===== src/npwr_pkg.sv =====
// ----------------------------------------------------------------------------
// Nearest point within radius: package
// Shared constants, request codes and the metadata record of a beat.
// ----------------------------------------------------------------------------
`timescale 1ns / 1ps

package npwr_pkg;

  localparam int unsigned NUM_POINTS_DEF  = 16;
  localparam int unsigned COORD_BITS_DEF  = 21;
  localparam int unsigned TAG_BITS        = 32;
  localparam int unsigned RADIUS_BITS     = 20;
  localparam int unsigned R2_BITS         = 2 * RADIUS_BITS;
  localparam logic [RADIUS_BITS-1:0] RADIUS_RST = 20'd1000;
  localparam logic [R2_BITS-1:0]     R2_RST     = 40'd1000000;

  typedef enum logic {
    REQ_REF   = 1'b0,
    REQ_POINT = 1'b1
  } req_type_e;

  typedef struct packed {
    logic                is_ref;
    logic                in_range;
    logic                last;
    logic [TAG_BITS-1:0] tag;
  } meta_t;

endpackage


===== src/npwr_req_if.sv =====
// ----------------------------------------------------------------------------
// Nearest point within radius: request channel
// Valid/ready channel carrying reference and point beats.
// ----------------------------------------------------------------------------
`timescale 1ns / 1ps

interface npwr_req_if #(
  parameter int unsigned COORD_BITS = npwr_pkg::COORD_BITS_DEF,
  parameter int unsigned ID_BITS    = 5
) ();
  logic                            valid;
  logic                            ready;
  logic                            req_type;
  logic [ID_BITS-1:0]              point_id;
  logic signed [COORD_BITS-1:0]    pos_x;
  logic signed [COORD_BITS-1:0]    pos_y;
  logic signed [COORD_BITS-1:0]    pos_z;
  logic [npwr_pkg::TAG_BITS-1:0]   frame_tag;
  logic                            last;

  modport source (
    output valid, req_type, point_id, pos_x, pos_y, pos_z, frame_tag, last,
    input  ready
  );

  modport sink (
    input  valid, req_type, point_id, pos_x, pos_y, pos_z, frame_tag, last,
    output ready
  );
endinterface


===== src/npwr_rsp_if.sv =====
// ----------------------------------------------------------------------------
// Nearest point within radius: result channel
// Valid/ready channel carrying one result beat per frame.
// ----------------------------------------------------------------------------
`timescale 1ns / 1ps

interface npwr_rsp_if #(
  parameter int unsigned ID_BITS = 5
) ();
  logic                          valid;
  logic                          ready;
  logic [ID_BITS-1:0]            holder;
  logic [npwr_pkg::TAG_BITS-1:0] tag_out;

  modport source (
    output valid, holder, tag_out,
    input  ready
  );

  modport sink (
    input  valid, holder, tag_out,
    output ready
  );
endinterface


===== src/npwr_dist.sv =====
// ----------------------------------------------------------------------------
// Nearest point within radius: distance pipeline
// Input register, absolute coordinate differences and squares, with the
// reference position and frame tag held per frame.
// ----------------------------------------------------------------------------
`timescale 1ns / 1ps

module npwr_dist #(
  parameter int unsigned NUM_POINTS = npwr_pkg::NUM_POINTS_DEF,
  parameter int unsigned COORD_BITS = npwr_pkg::COORD_BITS_DEF,
  parameter int unsigned ID_BITS    = $clog2(NUM_POINTS + 1),
  parameter int unsigned SQ_BITS    = 2 * COORD_BITS
) (
  input  logic                 clk_i,
  input  logic                 rst_ni,
  npwr_req_if.sink             req_i,
  output logic                 dn_valid_o,
  input  logic                 dn_ready_i,
  output logic [SQ_BITS-1:0]   sq_x_o,
  output logic [SQ_BITS-1:0]   sq_y_o,
  output logic [SQ_BITS-1:0]   sq_z_o,
  output logic [ID_BITS-1:0]   id_o,
  output npwr_pkg::meta_t      meta_o
);

  function automatic logic [COORD_BITS-1:0] abs_diff(
    input logic [COORD_BITS-1:0] a,
    input logic [COORD_BITS-1:0] b
  );
    logic [COORD_BITS:0] d;
    begin
      d = {a[COORD_BITS-1], a} - {b[COORD_BITS-1], b};
      return d[COORD_BITS] ? COORD_BITS'(-d) : d[COORD_BITS-1:0];
    end
  endfunction

  logic                          v1_q, v2_q, v3_q;
  logic                          en1, en2, en3;
  logic                          type1_q;
  logic [ID_BITS-1:0]            id1_q, id2_q, id3_q;
  logic [COORD_BITS-1:0]         x1_q, y1_q, z1_q;
  logic [npwr_pkg::TAG_BITS-1:0] tag1_q;
  logic                          last1_q;
  logic [COORD_BITS-1:0]         ref_x_q, ref_y_q, ref_z_q;
  logic [npwr_pkg::TAG_BITS-1:0] held_tag_q;
  logic [COORD_BITS-1:0]         abs_x_q, abs_y_q, abs_z_q;
  logic [SQ_BITS-1:0]            sq_x_q, sq_y_q, sq_z_q;
  npwr_pkg::meta_t               meta2_d, meta2_q, meta3_q;
  logic                          is_ref1;
  logic                          ref_upd;

  assign en3         = !v3_q || dn_ready_i;
  assign en2         = !v2_q || en3;
  assign en1         = !v1_q || en2;
  assign req_i.ready = en1;

  assign is_ref1 = (type1_q == npwr_pkg::REQ_REF);
  assign ref_upd = v1_q && en2 && is_ref1;

  always_comb begin
    meta2_d.is_ref   = is_ref1;
    meta2_d.in_range = (id1_q != '0) && (id1_q <= ID_BITS'(NUM_POINTS));
    meta2_d.last     = last1_q;
    meta2_d.tag      = is_ref1 ? tag1_q : held_tag_q;
  end

  always_ff @(posedge clk_i or negedge rst_ni) begin
    if (!rst_ni) begin
      v1_q       <= 1'b0;
      v2_q       <= 1'b0;
      v3_q       <= 1'b0;
      ref_x_q    <= '0;
      ref_y_q    <= '0;
      ref_z_q    <= '0;
      held_tag_q <= '0;
    end else begin
      if (en1) begin
        v1_q <= req_i.valid;
      end
      if (en2) begin
        v2_q <= v1_q;
      end
      if (en3) begin
        v3_q <= v2_q;
      end
      if (ref_upd) begin
        ref_x_q    <= x1_q;
        ref_y_q    <= y1_q;
        ref_z_q    <= z1_q;
        held_tag_q <= tag1_q;
      end
    end
  end

  always_ff @(posedge clk_i) begin
    if (req_i.valid && en1) begin
      type1_q <= req_i.req_type;
      id1_q   <= req_i.point_id;
      x1_q    <= req_i.pos_x;
      y1_q    <= req_i.pos_y;
      z1_q    <= req_i.pos_z;
      tag1_q  <= req_i.frame_tag;
      last1_q <= req_i.last;
    end
    if (v1_q && en2) begin
      abs_x_q <= abs_diff(x1_q, ref_x_q);
      abs_y_q <= abs_diff(y1_q, ref_y_q);
      abs_z_q <= abs_diff(z1_q, ref_z_q);
      id2_q   <= id1_q;
      meta2_q <= meta2_d;
    end
    if (v2_q && en3) begin
      sq_x_q  <= SQ_BITS'(abs_x_q) * SQ_BITS'(abs_x_q);
      sq_y_q  <= SQ_BITS'(abs_y_q) * SQ_BITS'(abs_y_q);
      sq_z_q  <= SQ_BITS'(abs_z_q) * SQ_BITS'(abs_z_q);
      id3_q   <= id2_q;
      meta3_q <= meta2_q;
    end
  end

  assign dn_valid_o = v3_q;
  assign sq_x_o     = sq_x_q;
  assign sq_y_o     = sq_y_q;
  assign sq_z_o     = sq_z_q;
  assign id_o       = id3_q;
  assign meta_o     = meta3_q;

endmodule


===== src/npwr_min.sv =====
// ----------------------------------------------------------------------------
// Nearest point within radius: running minimum and result
// Sums the squares, keeps the frame minimum and its id, and applies the
// radius test into the output register.
// ----------------------------------------------------------------------------
`timescale 1ns / 1ps

module npwr_min #(
  parameter int unsigned NUM_POINTS = npwr_pkg::NUM_POINTS_DEF,
  parameter int unsigned COORD_BITS = npwr_pkg::COORD_BITS_DEF,
  parameter int unsigned ID_BITS    = $clog2(NUM_POINTS + 1),
  parameter int unsigned SQ_BITS    = 2 * COORD_BITS
) (
  input  logic                             clk_i,
  input  logic                             rst_ni,
  input  logic                             up_valid_i,
  output logic                             up_ready_o,
  input  logic [SQ_BITS-1:0]               sq_x_i,
  input  logic [SQ_BITS-1:0]               sq_y_i,
  input  logic [SQ_BITS-1:0]               sq_z_i,
  input  logic [ID_BITS-1:0]               id_i,
  input  npwr_pkg::meta_t                  meta_i,
  input  logic                             cfg_we_i,
  input  logic [npwr_pkg::RADIUS_BITS-1:0] cfg_wdata_i,
  npwr_rsp_if.source                       rsp_o
);

  localparam int unsigned DIST_BITS = SQ_BITS + 2;
  localparam int unsigned CMP_BITS  =
    (DIST_BITS > npwr_pkg::R2_BITS) ? DIST_BITS : npwr_pkg::R2_BITS;

  logic [npwr_pkg::RADIUS_BITS-1:0] radius_q;
  logic [npwr_pkg::R2_BITS-1:0]     r2_q;
  logic [DIST_BITS-1:0]             best_q, dist4_q;
  logic [ID_BITS-1:0]               best_id_q, id4_q;
  logic [npwr_pkg::TAG_BITS-1:0]    tag4_q;
  logic [ID_BITS-1:0]               holder_q;
  logic [npwr_pkg::TAG_BITS-1:0]    tag_out_q;
  logic                             v4_q, out_v_q;
  logic                             en_out, en4, acc;
  logic [DIST_BITS-1:0]             sum, eff_dist;
  logic [ID_BITS-1:0]               eff_id;
  logic                             take, frame_end;

  assign en_out     = !out_v_q || rsp_o.ready;
  assign en4        = !v4_q || en_out;
  assign up_ready_o = en4;
  assign acc        = up_valid_i && en4;

  assign sum       = DIST_BITS'(sq_x_i) + DIST_BITS'(sq_y_i) + DIST_BITS'(sq_z_i);
  assign take      = meta_i.in_range && (sum < best_q);
  assign eff_dist  = take ? sum : best_q;
  assign eff_id    = take ? id_i : best_id_q;
  assign frame_end = !meta_i.is_ref && meta_i.last;

  always_ff @(posedge clk_i or negedge rst_ni) begin
    if (!rst_ni) begin
      radius_q  <= npwr_pkg::RADIUS_RST;
      r2_q      <= npwr_pkg::R2_RST;
      best_q    <= '1;
      best_id_q <= '0;
      v4_q      <= 1'b0;
      out_v_q   <= 1'b0;
    end else begin
      if (cfg_we_i) begin
        radius_q <= cfg_wdata_i;
      end
      r2_q <= npwr_pkg::R2_BITS'(radius_q) * npwr_pkg::R2_BITS'(radius_q);
      if (acc) begin
        if (meta_i.is_ref || meta_i.last) begin
          best_q    <= '1;
          best_id_q <= '0;
        end else begin
          best_q    <= eff_dist;
          best_id_q <= eff_id;
        end
      end
      if (en4) begin
        v4_q <= up_valid_i && frame_end;
      end
      if (en_out) begin
        out_v_q <= v4_q;
      end
    end
  end

  always_ff @(posedge clk_i) begin
    if (acc && frame_end) begin
      dist4_q <= eff_dist;
      id4_q   <= eff_id;
      tag4_q  <= meta_i.tag;
    end
    if (v4_q && en_out) begin
      holder_q  <= (CMP_BITS'(dist4_q) > CMP_BITS'(r2_q)) ? '0 : id4_q;
      tag_out_q <= tag4_q;
    end
  end

  assign rsp_o.valid   = out_v_q;
  assign rsp_o.holder  = holder_q;
  assign rsp_o.tag_out = tag_out_q;

endmodule


===== src/nearest_point_within_radius.sv =====
// ----------------------------------------------------------------------------
// Nearest point within radius: top level
// Per frame, reports the id of the point nearest to the reference position
// when it lies within the configured radius, with the frame tag.
//
//   Channel  Dir  Handshake        Payload
//   req_i    in   valid / ready    req_type, point_id, pos_x/y/z, frame_tag, last
//   rsp_o    out  valid / ready    holder, tag_out
//   cfg      in   cfg_we_i         cfg_wdata_i (radius)
//
// One beat is accepted per cycle while req_i.ready is high. A result is valid
// once its closing point beat has passed the input register, the differences,
// squares, minimum update and radius test, which each take one register stage.
// Reset is asynchronous and needs no clearing pass.
// Each stage moves on when the stage after it is free, so bubbles absorb
// output stalls and req_i.ready drops only when every stage is full.
// ----------------------------------------------------------------------------
`timescale 1ns / 1ps

module nearest_point_within_radius #(
  parameter int unsigned NUM_POINTS = npwr_pkg::NUM_POINTS_DEF,
  parameter int unsigned COORD_BITS = npwr_pkg::COORD_BITS_DEF
) (
  input  logic                             clk_i,
  input  logic                             rst_ni,
  npwr_req_if.sink                         req_i,
  npwr_rsp_if.source                       rsp_o,
  input  logic                             cfg_we_i,
  input  logic [npwr_pkg::RADIUS_BITS-1:0] cfg_wdata_i
);

  localparam int unsigned ID_BITS = $clog2(NUM_POINTS + 1);
  localparam int unsigned SQ_BITS = 2 * COORD_BITS;

  logic                 dn_valid;
  logic                 dn_ready;
  logic [SQ_BITS-1:0]   sq_x, sq_y, sq_z;
  logic [ID_BITS-1:0]   dn_id;
  npwr_pkg::meta_t      dn_meta;

  npwr_dist #(
    .NUM_POINTS (NUM_POINTS),
    .COORD_BITS (COORD_BITS),
    .ID_BITS    (ID_BITS),
    .SQ_BITS    (SQ_BITS)
  ) u_dist (
    .clk_i      (clk_i),
    .rst_ni     (rst_ni),
    .req_i      (req_i),
    .dn_valid_o (dn_valid),
    .dn_ready_i (dn_ready),
    .sq_x_o     (sq_x),
    .sq_y_o     (sq_y),
    .sq_z_o     (sq_z),
    .id_o       (dn_id),
    .meta_o     (dn_meta)
  );

  npwr_min #(
    .NUM_POINTS (NUM_POINTS),
    .COORD_BITS (COORD_BITS),
    .ID_BITS    (ID_BITS),
    .SQ_BITS    (SQ_BITS)
  ) u_min (
    .clk_i       (clk_i),
    .rst_ni      (rst_ni),
    .up_valid_i  (dn_valid),
    .up_ready_o  (dn_ready),
    .sq_x_i      (sq_x),
    .sq_y_i      (sq_y),
    .sq_z_i      (sq_z),
    .id_i        (dn_id),
    .meta_i      (dn_meta),
    .cfg_we_i    (cfg_we_i),
    .cfg_wdata_i (cfg_wdata_i),
    .rsp_o       (rsp_o)
  );

endmodule


===== src/flat_wrapper.sv =====
// flat-port wrapper written by rule: the top's interface ports become plain ports
module nearest_point_within_radius_flat 
#(
  parameter int unsigned NUM_POINTS = npwr_pkg::NUM_POINTS_DEF,
  parameter int unsigned COORD_BITS = npwr_pkg::COORD_BITS_DEF
)
  (clk_i, rst_ni, cfg_we_i, cfg_wdata_i, req_i_valid, req_i_req_type, req_i_point_id, req_i_pos_x, req_i_pos_y, req_i_pos_z, req_i_frame_tag, req_i_last, req_i_ready, rsp_o_valid, rsp_o_holder, rsp_o_tag_out, rsp_o_ready);
  npwr_req_if #(.COORD_BITS(COORD_BITS)) req_i_i ();
  npwr_rsp_if rsp_o_i ();
  input  logic clk_i;
  input  logic rst_ni;
  input  logic cfg_we_i;
  input  logic [npwr_pkg::RADIUS_BITS-1:0] cfg_wdata_i;
  input wire logic [$bits(req_i_i.valid)-1:0] req_i_valid;
  input wire logic [$bits(req_i_i.req_type)-1:0] req_i_req_type;
  input wire logic [$bits(req_i_i.point_id)-1:0] req_i_point_id;
  input wire logic [$bits(req_i_i.pos_x)-1:0] req_i_pos_x;
  input wire logic [$bits(req_i_i.pos_y)-1:0] req_i_pos_y;
  input wire logic [$bits(req_i_i.pos_z)-1:0] req_i_pos_z;
  input wire logic [$bits(req_i_i.frame_tag)-1:0] req_i_frame_tag;
  input wire logic [$bits(req_i_i.last)-1:0] req_i_last;
  output wire logic [$bits(req_i_i.ready)-1:0] req_i_ready;
  output wire logic [$bits(rsp_o_i.valid)-1:0] rsp_o_valid;
  output wire logic [$bits(rsp_o_i.holder)-1:0] rsp_o_holder;
  output wire logic [$bits(rsp_o_i.tag_out)-1:0] rsp_o_tag_out;
  input wire logic [$bits(rsp_o_i.ready)-1:0] rsp_o_ready;
  assign req_i_i.valid = req_i_valid;
  assign req_i_i.req_type = req_i_req_type;
  assign req_i_i.point_id = req_i_point_id;
  assign req_i_i.pos_x = req_i_pos_x;
  assign req_i_i.pos_y = req_i_pos_y;
  assign req_i_i.pos_z = req_i_pos_z;
  assign req_i_i.frame_tag = req_i_frame_tag;
  assign req_i_i.last = req_i_last;
  assign req_i_ready = req_i_i.ready;
  assign rsp_o_valid = rsp_o_i.valid;
  assign rsp_o_holder = rsp_o_i.holder;
  assign rsp_o_tag_out = rsp_o_i.tag_out;
  assign rsp_o_i.ready = rsp_o_ready;
  nearest_point_within_radius #(.NUM_POINTS(NUM_POINTS), .COORD_BITS(COORD_BITS)) u_core (.clk_i(clk_i), .rst_ni(rst_ni), .req_i(req_i_i), .rsp_o(rsp_o_i), .cfg_we_i(cfg_we_i), .cfg_wdata_i(cfg_wdata_i));
endmodule

===== config.mk =====
export PLATFORM = sky130hd
export DESIGN_NAME = nearest_point_within_radius_flat
export DESIGN_NICKNAME = d
export VERILOG_FILES = /design/src/npwr_pkg.sv /design/src/npwr_req_if.sv /design/src/npwr_rsp_if.sv /design/src/npwr_dist.sv /design/src/npwr_min.sv /design/src/nearest_point_within_radius.sv /design/src/flat_wrapper.sv
export SDC_FILE = /design/constraint.sdc
export NUM_CORES = 2
export LEC_CHECK = 0
export BUFFER_PORTS_ARGS = -buffer_cell sky130_fd_sc_hd__buf_2
export CORE_AREA = 2 2 375 377
export DETAILED_ROUTE_END_ITERATION = 10
export DIE_AREA = 0 0 377 379
export PLACE_DENSITY_LB_ADDON = 0.15
export SETUP_SLACK_MARGIN = 0.2
export SLEW_MARGIN = 20
export SYNTH_ARGS = -nofsm -noshare
export SYNTH_HDL_FRONTEND = slang
export SYNTH_HIERARCHICAL = 1
export SYNTH_SLANG_ARGS = --single-unit
export TNS_END_PERCENT = 1

===== constraint.sdc =====
create_clock -name clk_i -period 6.9 [get_ports clk_i]
set_input_delay 0.345 -clock clk_i [delete_from_list [all_inputs] [get_ports clk_i]]
set_output_delay 0.345 -clock clk_i [all_outputs]
set_load 0.005 [all_outputs]

; ---- Word level (Yosys, flattened, before mapping)
; Cells that the tools add are included.
[word_totals]
mem_bits_rw = 0
rom_bits = 0
mem_count = 0
reg_bits = 698
latch_bits = 0
output_inout_bits = 39
[op_classes]
muxes = 8
n_mul = 4
bitwise = 1
eq_ne = 0
n_div = 0
addsub = 8
n_lt_le_gt_ge = 3
shifts = 0
reduce_logical = 24
[ops]
columns = op, count
row1 = $mul 21x21->42, 3
row2 = $mux 44, 2
row3 = $sub 21x21->22, 3
row4 = $mux 21, 3
row5 = $neg 21->21, 3
row6 = $add 43x42->44, 1
row7 = $gt 44x40->1, 1
row8 = $lt 44x44->1, 1
row9 = $add 42x42->43, 1
row10 = $mul 20x20->40, 1
row11 = $mux 32, 1
row12 = $logic_and 1x1->1, 11
row13 = $mux 5, 2
row14 = $logic_not 1->1, 6
row15 = $logic_or 1x1->1, 6
row16 = $le 5x5->1 const B, 1
row17 = $reduce_bool 5->1, 1
row18 = $not 1->1, 1

; ---- Longest topological paths before layout
[logic_depth]
depth_word = 7
depth_mapped = 28
mapped_depth_nobuf = 27

; ---- Cells and area by module
; The synthesis kept the hierarchy.
[by_module_without_submodules]
columns = module, seq_area_each_um2, instances, area_per_inst_um2, cells_per_inst
row1 = npwr_dist, 13503.0, 1, 57154.8, 5467
row2 = npwr_min, 6367.4, 1, 24347.1, 2292

; ---- Least setup slack after synthesis
; No wires, ideal clock.
[synth_path]
path_type = register to register
startpoint = reg u_core.u_dist.abs_z_q[4]
endpoint = reg u_core.u_dist.sq_z_q[39] (netlist: u_core/u_dist/sq_z_o[39]) (data pin)
stages_incl_launch_ff = 27
n_path_buf = 2
arrival_ps = 6994
period_less_slack_ps = 7260
path_slack_ps = -360
path_cell_list = edfxtp_1 -> clkbuf_1 -> clkbuf_1 -> nand2_1 -> fa_1 -> inv_1 -> fa_1 -> inv_1 -> fa_1 -> inv_1 -> fa_1 -> fa_1 -> fa_1 -> inv_1 -> fa_1 -> inv_1 -> ha_1 -> a21o_1 -> a21o_1 -> a21oi_1 -> o21ai_0 -> a221o_1 -> a2111oi_0 -> o21ai_1 -> a2111oi_0 -> nor3_1 -> xor2_1
[synth_via]
elab_chain_cells = 1
[synth_rtl]
columns = item, line
row1 = start: declaration, npwr_dist.sv:46  ; logic [COORD_BITS-1:0] abs_x_q, abs_y_q, abs_z_q;
row2 = start signal: assignment, npwr_dist.sv:108  ; abs_z_q <= abs_diff(z1_q, ref_z_q);
row3 = $mul 21x21->42, npwr_dist.sv:115  ; sq_z_q <= SQ_BITS'(abs_z_q) * SQ_BITS'(abs_z_q);
row4 = end signal: assignment, npwr_dist.sv:115
row5 = end: declaration, npwr_dist.sv:47  ; logic [SQ_BITS-1:0] sq_x_q, sq_y_q, sq_z_q;
; Every way passes these cells.
; A chain may end at the register's enable or synchronous reset.

; ---- Worst setup path after layout
[layout_path]
startpoint = reg u_core.u_dist.abs_y_q[4]
endpoint = reg u_core.u_dist.sq_y_q[38] (netlist: u_core/u_dist/sq_y_o[38]) (data pin)
[layout_via]
elab_chain_cells = 1
[layout_rtl]
columns = item, line
row1 = start: declaration, npwr_dist.sv:46
row2 = start signal: assignment, npwr_dist.sv:107  ; abs_y_q <= abs_diff(y1_q, ref_y_q);
row3 = $mul 21x21->42, npwr_dist.sv:114  ; sq_y_q <= SQ_BITS'(abs_y_q) * SQ_BITS'(abs_y_q);
row4 = end signal: assignment, npwr_dist.sv:114
row5 = end: declaration, npwr_dist.sv:47
; Every way passes these cells.

==> impl_metrics.yaml <==
finish:
  final_util_pct: 67.0
  area_growth_pct: 14.1
  fin_nets: 10639
  drive_gt1_share_pct: 15.4
  fill_cells: 10689
worst_setup_path:
  critPathRequiredTime_ps: 7320
  path_max_fanout: 8
  worst_ep_arrival_time_ps: 7390
  criticalPathCategory: "flip-flop to flip-flop"
  crit_path_end_kind: "flip-flop"
  setup.worst_path.start_class: "flip-flop"
die:
  rows: 137
  core_sq_um: 139000
  dieWidth_um: 377
  fp.dieH_um: 379
  io_pins: 166
  initial_core_util_pct: 58.7
  die_area_sq_um: 143000
status:
  status: "finished, violations left"
  violations: "setup timing"
detailed_routing:
  drt-total-wl_mm: 186
  firstDrtPassIters: 6
  routed_via_density: 5.35
  wire_per_inst_um: 18.0
  via_count: 55247
  drc: 0
  drt-initial-drc-count: 3186
  ant_nets: 0
logic_synthesis:
  synth.area.top_cells: "fa_1, edfxtp_1, ha_1, inv_1, dfrtp_1"
  syn_area_sq_um: 81500
  synth_seq_cells: 694
  synthMostInstantiatedCell: "inv_1"
  syn-instance-count: 7759
  netlist.top_cell.by_area: "fa_1"
  ys_top_cells_by_count: "inv_1, fa_1, ha_1, nand2_1, edfxtp_1"
  syn_area_per_cell_sq_um: 10.5
  synth.yosys.seq_area_share_pct: 24.4
  yosys.cell_types.count: 100
  yosysWarnings: 6
  async_flop_share_pct: 30.0
  synth.top_cell.area_share_pct: 30.9
  synth-main-ff-cell: "edfxtp_1"
  synth-edff-count: 486
timing:
  max_freq_mhz: 143
  tightest_slew_ps: 1040
  grt_setup_unrepaired: "yes"
  hold_viol: 0
  setup_ws_ps: -69.0
  skew_ps: 81.2
  slew_headroom_pct: 30.0
  fin_crit_sh_pct: 101
  fin_crit_ps: 6970
  setup_viol: 5
  slew_viol_final: 0
global_routing:
  grt_pass1_wl_mm: 308
  grt_overflow_total: 0
  grt_use_total_pct: 27.2
  grt_pass1_vias: 60310
  antenna_found_initial: 5
  grt_max_degree: 126
cts:
  root_buffer: "clkbuf_16"
  worst_skew_pair.late_latency_ps: 740
  cts_tree: "yes"
  htreeDepth: 3
  cts-buffers-inserted: 81
  cts_sinks: 694
  cts_buffer_depth: 3
  clk_pin_slew_ps: 60
worst_hold_path:
  hold_class: "input port to flip-flop"
placement:
  dp_hpwl_mm: 152
  port_buffers: 165
  place.gp.congestion: 0.938
job:
  max-cap-violations: 0
==> cells in the final DEF (no fill, tap or decap), drive strengths merged, types with 103 or more instances in the layout <==
cell,Yosys,final
dlygate4sd3,0,125
xnor2,238,238
buf,23,703
nor2,229,229
inv,1776,1782
edfxtp,486,486
o21ai,172,172
clkbuf,196,103
a21oi,255,255
dfrtp,151,151
fa,1256,1256
mux2,185,185
and2,330,330
nand2,634,634
ha,802,802
a21o,134,134
==> worst paths after layout <==
kind	startpoint	endpoint	slack, ps	depth (start not counted)
worst max-delay path	u_core/u_dist/abs_y_q[4]	u_core/u_dist/sq_y_o[38]	-70	25
worst min-delay path	cfg_we_i	u_core/u_min/radius_q[11]	190	3
worst max register to register	u_core/u_dist/abs_y_q[4]	u_core/u_dist/sq_y_o[38]	-70	25
worst min register to register	u_core/u_min/tag4_q[28]	u_core/u_min/rsp_o.tag_out[28]	410	0
max in group asynchronous	rst_ni	u_core/u_dist/ref_y_q[20]	5290	3
min in group asynchronous	rst_ni	u_core/u_min/radius_q[10]	310	2
==> worst max-delay path, stage by stage (launching register included) <==
cell and delay (ps):
edfxtp_1 500, buf_6 150, buf_6 150, nand2_2 100
fa_1 540, inv_1 60, fa_1 480, fa_1 550
fa_1 450, fa_1 510, fa_1 510, inv_1 50
fa_1 520, inv_1 60, ha_1 290, a21o_1 180
a21o_1 200, a21oi_2 170, nor2_1 60, a21oi_1 150
o31ai_2 110, buf_4 150, o211ai_1 270, a21oi_2 140
a221oi_2 270, xnor2_1 120
==> logic make-up (layout without fill, tap and decap cells) <==
family	count (synthesis)	in the layout	synth area share, %
XOR/XNOR	333	333	3.59
adder cells (fa/ha/maj)	2059	2059	43.2
AND/OR/NAND/NOR	1567	1567	9.42
multiplexers	188	188	2.59
AO/OA/AOI/OAI	922	922	7.60
flip-flops	694	694	24.4
other	1	4	0.00460
buffers and inverters	1995	2757	9.24
==> repair_timing <==
item | in CTS | in global routing
hold buffers | 125 | 0
buffers inserted | 30 | 13
pin swaps | 95 | 50
gates resized for setup | 116 | 91
endpoints found under the setup margin | 61 | 78
endpoints found under the hold margin | 181 | 0
gates cloned | 0 | 1
==> flip-flops by register name (all words and copies together), names as in the netlist, 32 cells and up <==
register                    count
u_core/u_min/r2_q              39
u_core/u_dist/meta_o           35
u_core/u_min/dist4_q           44
u_core/u_min/tag4_q            32
u_core/u_dist/sq_y_o           41
u_core/u_dist/tag1_q           32
u_core/u_dist/sq_x_o           41
u_core/u_min/best_q            44
u_core/u_dist/meta2_q          35
u_core/u_min/rsp_o.tag_out     32
u_core/u_dist/sq_z_o           41
u_core/u_dist/held_tag_q       32
==> cell type report <==
class	count	area [sq um]	share of cell area (%)
flip-flops and latches	694	19900	21.4
diodes	1	2.50	0.00269
inverters	1776	6670	7.17
clock buffers	102	2140	2.30
repair buffers	829	6430	6.91
well taps	1807	2260	2.43
multi-input cells	5072	55000	59.1
clock inverters	50	651	0.700
==> metal layers <==
layer	track usage [%]	vias up	share of wire, %
li1	-	26004	-
met1	36.1	27879	43
met2	47.0	1096	50
met3	3.32	268	4.3
met4	7.84	0	2.9
met5	0	-	0
==> metrics by stage <==
step           instances  hold slack [ps]  setup TNS (ps)  area [sq um]  setup slack [ps]
4_1_cts            10316              165            -493         92500              -118
3_5_place_dp       10009              405           -4720         87800              -459
6_report           10331              195            -267         93000             -69.0
2_1_floorplan       7761             49.4               0         81900              85.5
5_1_grt            10330              182           -6550         93000              -336
3_3_place_gp       10009              400           -2240         87800              -232
Power is not shown: default switching activity piles up to over one toggle a cycle in this logic, so the estimate is an artifact.
